===== config.mk =====
export PLATFORM = sky130hd
export DESIGN_NAME = tgel_div_cell
export DESIGN_NICKNAME = d
export VERILOG_FILES = /design/src/tgel_pkg.sv /design/src/tgel_div_cell.sv
export SDC_FILE = /design/constraint.sdc
export NUM_CORES = 1
export LEC_CHECK = 0
export CAP_MARGIN = 10
export CORE_AREA = 2 2 182 184
export CTS_CLUSTER_DIAMETER = 50
export CTS_CLUSTER_SIZE = 12
export DETAILED_ROUTE_END_ITERATION = 8
export DIE_AREA = 0 0 184 186
export DONT_BUFFER_PORTS = 1
export PLACE_DENSITY_LB_ADDON = 0.05
export SETUP_SLACK_MARGIN = 0.3
export SKIP_CTS_REPAIR_TIMING = 1
export SLEW_MARGIN = 0
export SYNTH_ARGS = -nofsm -noshare
export SYNTH_HDL_FRONTEND = slang
export SYNTH_SLANG_ARGS = --single-unit

===== constraint.sdc =====
create_clock -name i_clk -period 5 [get_ports i_clk]
set_input_delay 1 -clock i_clk [delete_from_list [all_inputs] [get_ports i_clk]]
set_output_delay 1 -clock i_clk [all_outputs]
set_load 0.02 [all_outputs]

===== src/tgel_pkg.sv =====
package tgel_pkg;

    localparam int W_DIV = 100;
    localparam int N_DIV = 12;

    localparam logic signed [15:0] TANH_LIMIT = 16'sd10240;
    localparam logic signed [12:0] Q_ONE      = 13'sd2048;

    typedef struct packed {
        logic [16:0] ax;
        logic        negx;
        logic        last;
        logic        sat;
        logic        negu;
    } t_side;

endpackage


===== src/tgel_div_cell.sv =====
module tgel_div_cell (
    input  logic                       i_clk,
    input  logic                       i_rst_n,
    input  logic                       i_en,
    input  logic                       i_valid,
    input  logic [tgel_pkg::W_DIV-1:0] i_rem,
    input  logic [tgel_pkg::W_DIV-1:0] i_bs,
    input  logic [tgel_pkg::N_DIV-1:0] i_q,
    input  tgel_pkg::t_side            i_side,
    output logic                       o_valid,
    output logic [tgel_pkg::W_DIV-1:0] o_rem,
    output logic [tgel_pkg::W_DIV-1:0] o_bs,
    output logic [tgel_pkg::N_DIV-1:0] o_q,
    output tgel_pkg::t_side            o_side
);
    import tgel_pkg::*;

    logic             r_v;
    logic [W_DIV-1:0] r_rem;
    logic [W_DIV-1:0] r_bs;
    logic [N_DIV-1:0] r_q;
    t_side            r_side;
    logic             n_ge;

    assign n_ge = (i_rem >= i_bs);

    always_ff @(posedge i_clk) begin
        if (!i_rst_n) begin
            r_v <= 1'b0;
        end else if (i_en) begin
            r_v <= i_valid;
        end
    end

    always_ff @(posedge i_clk) begin
        if (i_en) begin
            r_rem  <= n_ge ? (i_rem - i_bs) : i_rem;
            r_bs   <= i_bs >> 1;
            r_q    <= {i_q[N_DIV-2:0], n_ge};
            r_side <= i_side;
        end
    end

    assign o_valid = r_v;
    assign o_rem   = r_rem;
    assign o_bs    = r_bs;
    assign o_q     = r_q;
    assign o_side  = r_side;

endmodule

==> metrics.md <==
| Metric | Value |
|---|---|
| Number of port buffers | `0` |
| Multi-input gate area | `0.00732 mm2` |
| Critical path arrival | `4.88 ns` |
| Die H | `186 um` |
| Io pins | `471` |
| Main flop type after synthesis | `edfxtp_1` |
| Total CTS buffers | `34` |
| Kind of critical path | `in -> reg` |
| Filler cells | `2839` |
| Area Growth Syn to Fin | `13.3%` |
| CP startpoint | `i_bs[19]` |
| Ys async rst share | `0%` |
| First-pass DRT Iterations | `6` |
| WL per Instance | `22.2 um` |
| Worst-Margin Slew | `1.01 ns` |
| Worst Setup End Kind | `register` |
| HP Class | `in -> reg` |
| Antenna violations before repair | `0` |
| Finished Layout Cells | `1886` |
| Seq/Total Area, Yosys | `46.3%` |
| Register-to-Register Path Depth | `2` |
| Peak fanout along the critical path | `54` |
| Worst setup margin | `0.370 ns` |
| Core Box Area | `0.0322 mm2` |
| Final Power | `0.00648 W` |
| Post-synth EDFFs | `232` |
| RR Startpoint | `o_valid` |
| Sequential cell area | `0.00699 mm2` |
| RD Place Congestion | `0.899` |
| Initial Util | `46.9%` |
| Clock Latency Late Sink | `0.51 ns` |
| #FFs+latches synth | `233` |
| Final min period | `4.63 ns` |
| Final hold viol count | `0` |
| First-pass GRT wire length | `61.7 mm` |
| Initial DRC Count | `571` |
| Layout cells sized above 1 | `16.5%` |
| Tot GR Track Use | `23.4%` |
| Net Count, Synth | `1743` |
| CTS clk-pin slew, worst paths | `0.06 ns` |
| Synth warn | `0` |
| Via count | `10943` |
| Reg2reg end | `o_valid` |
| H-tree depth | `2` |
| Status | `completed` |
| CTS tree | `done` |
| TritonCTS Sinks | `233` |
| Residual DRC | `0` |
| DP Cell Count | `1832` |
| Max Freq | `0.216 GHz` |
| Vias per inst | `5.80` |
| Clock root cell | `clkbuf_16` |
| Pin count of the biggest net entering global routing | `234` |
| DRT antenna net count | `0` |
| RSZ-0062 raised after global routing | `true` |
| Die Span X | `184 um` |
| Startpoint Class | `primary input` |
| HPWL after detailed placement | `33.1 mm` |
| # Max-Cap Violations | `0` |
| Hold WS | `0.574 ns` |
| Clk buf depth | `3` |
| Peak supply drop | `0.000287 V` |
| Fin util | `53.1%` |
| DP Worst Slack | `-0.132 ns` |
| Num rows | `66` |
| Crit path required time | `5.25 ns` |
| Final Skew | `0 ns` |
| Netlist cell types | `58` |
| Cells after Synth | `1405` |
| Slew margin rel. | `32.7%` |
| Worst R2R Setup Slack | `4.29 ns` |
| Fin nets | `1798` |
| Gr ovfl total | `0` |
| Leakage power | `7.22 nW` |
| Diodes inserted | `0` |
| Final setup violation count | `0` |
| Vias in the first global route | `10818` |
| Pwr dens | `379 mW/mm2` |
| Syn avg cell area | `10.7 um2` |
| Mapped Area | `0.0151 mm2` |
| Die ar. | `0.0342 mm2` |
| Final period util | `92.6%` |
| CP Capture Point | `o_rem[29]` |
| Max-slew violation total from the final report | `0` |
| Routed wire length | `41.8 mm` |
critical path, stage by stage:
cell and delay [ns]:
inv_1 0.02, ha_1 0.32, a21oi_1 0.21, o22ai_1 0.16, o22ai_1 0.25, buf_4 0.16
o22ai_1 0.07, or3_4 0.39, a21bo_1 0.21, a21o_1 0.19, a211o_1 0.34, a41o_1 0.32
a221oi_4 0.39, o31ai_4 0.12, buf_12 0.25, mux2_4 0.37
power breakdown:
group | switching (W) | internal, W | total, W | leakage (nW)
logic | 0.000670 | 0.000630 | 0.00130 | 4.39
registers | 0.000371 | 0.00244 | 0.00281 | 2.28
clock network | 0.000903 | 0.00147 | 0.00237 | 0.554
total | 0.00194 | 0.00454 | 0.00648 | 7.22
cell type report:
class / instances / area share, %
Clock inverter: 15 / 1.12
Timing Repair Buffer: 86 / 3.92
Sequential cell: 233 / 40.9
Clock buffer: 39 / 5.46
Inverter: 131 / 2.88
Multi-Input combinational cell: 974 / 42.8
Tap cell: 408 / 2.98
layout by cell type, fill, tap and decap left out, drive strengths merged, types with 4 or more instances in the layout:
master / synthesis / routed
nand3: 10 / 10
and3: 5 / 5
nor4: 6 / 6
a211oi: 8 / 8
and2: 4 / 4
nor2: 68 / 68
nor3: 20 / 20
or2: 4 / 4
a21boi: 7 / 7
ha: 100 / 100
o22ai: 4 / 4
a21o: 50 / 50
buf: 14 / 86
xnor2: 55 / 55
o211ai: 9 / 9
a21oi: 144 / 144
nand2b: 12 / 12
xor2: 42 / 42
inv: 131 / 141
nand2: 102 / 102
clkbuf: 53 / 39
o31ai: 6 / 6
a31oi: 11 / 11
o21ai: 74 / 74
o41ai: 4 / 4
o21bai: 23 / 23
edfxtp: 232 / 232
mux2i: 6 / 6
nor2b: 10 / 10
mux2: 95 / 95
o21a: 10 / 10
nand4: 51 / 51
how the worst min path moves through the flow:
stage                     startpoint  endpoint  depth (start not counted)
final                       i_bs[45]  o_bs[44]                          0
after global routing        i_bs[44]  o_bs[43]                          0
after CTS                   i_bs[38]  o_bs[37]                          0
after detailed placement     o_valid   o_valid                          2
after global placement       o_valid   o_valid                          2
after floorplan              o_valid   o_valid                          2
stage by stage:
| stage | TNS (ns) | area (um2) |
|---|---|---|
| after floorplan | 0 | 15100 |
| after global placement | -7.71 | 16000 |
| after detailed placement | -9.08 | 16000 |
| after CTS | 0 | 17100 |
| after global routing | 0 | 17100 |
| final | 0 | 17100 |
cells by family after synthesis:
logic type	synth area share, %
fa+ha+maj	8.42
xor+xnor	5.63
simple gates	9.50
flops	46.3
other cells	0.0248
mux	9.57
buf+inv	5.47
compound gates	15.1
cell usage after synthesis, types with 42 or more instances:
master	instances	area [um2]
a21o_1	50	375
a21oi_1	144	721
clkbuf_1	53	199
nand4_1	51	319
nand2_1	102	383
mux2_4	84	1260
nor2_1	68	255
o21ai_0	73	365
edfxtp_1	232	6970
xnor2_1	55	482
inv_1	131	492
ha_1	100	1250
xor2_1	42	368
per-layer routing:
metal | GRT usage, % | routed length [um]
met4 | 5.66 | 761
met3 | 7.49 | 3610
met1 | 28.2 | 17000
met2 | 40.7 | 20500
met5 | 0 | 0
sequential cells by signal, summed over array words and instances (netlist names):
name / cells
o_side: 21
o_valid: 1
o_bs: 99
o_q: 12
o_rem: 100
No activity file was read; power rests on OpenSTA's default activity.
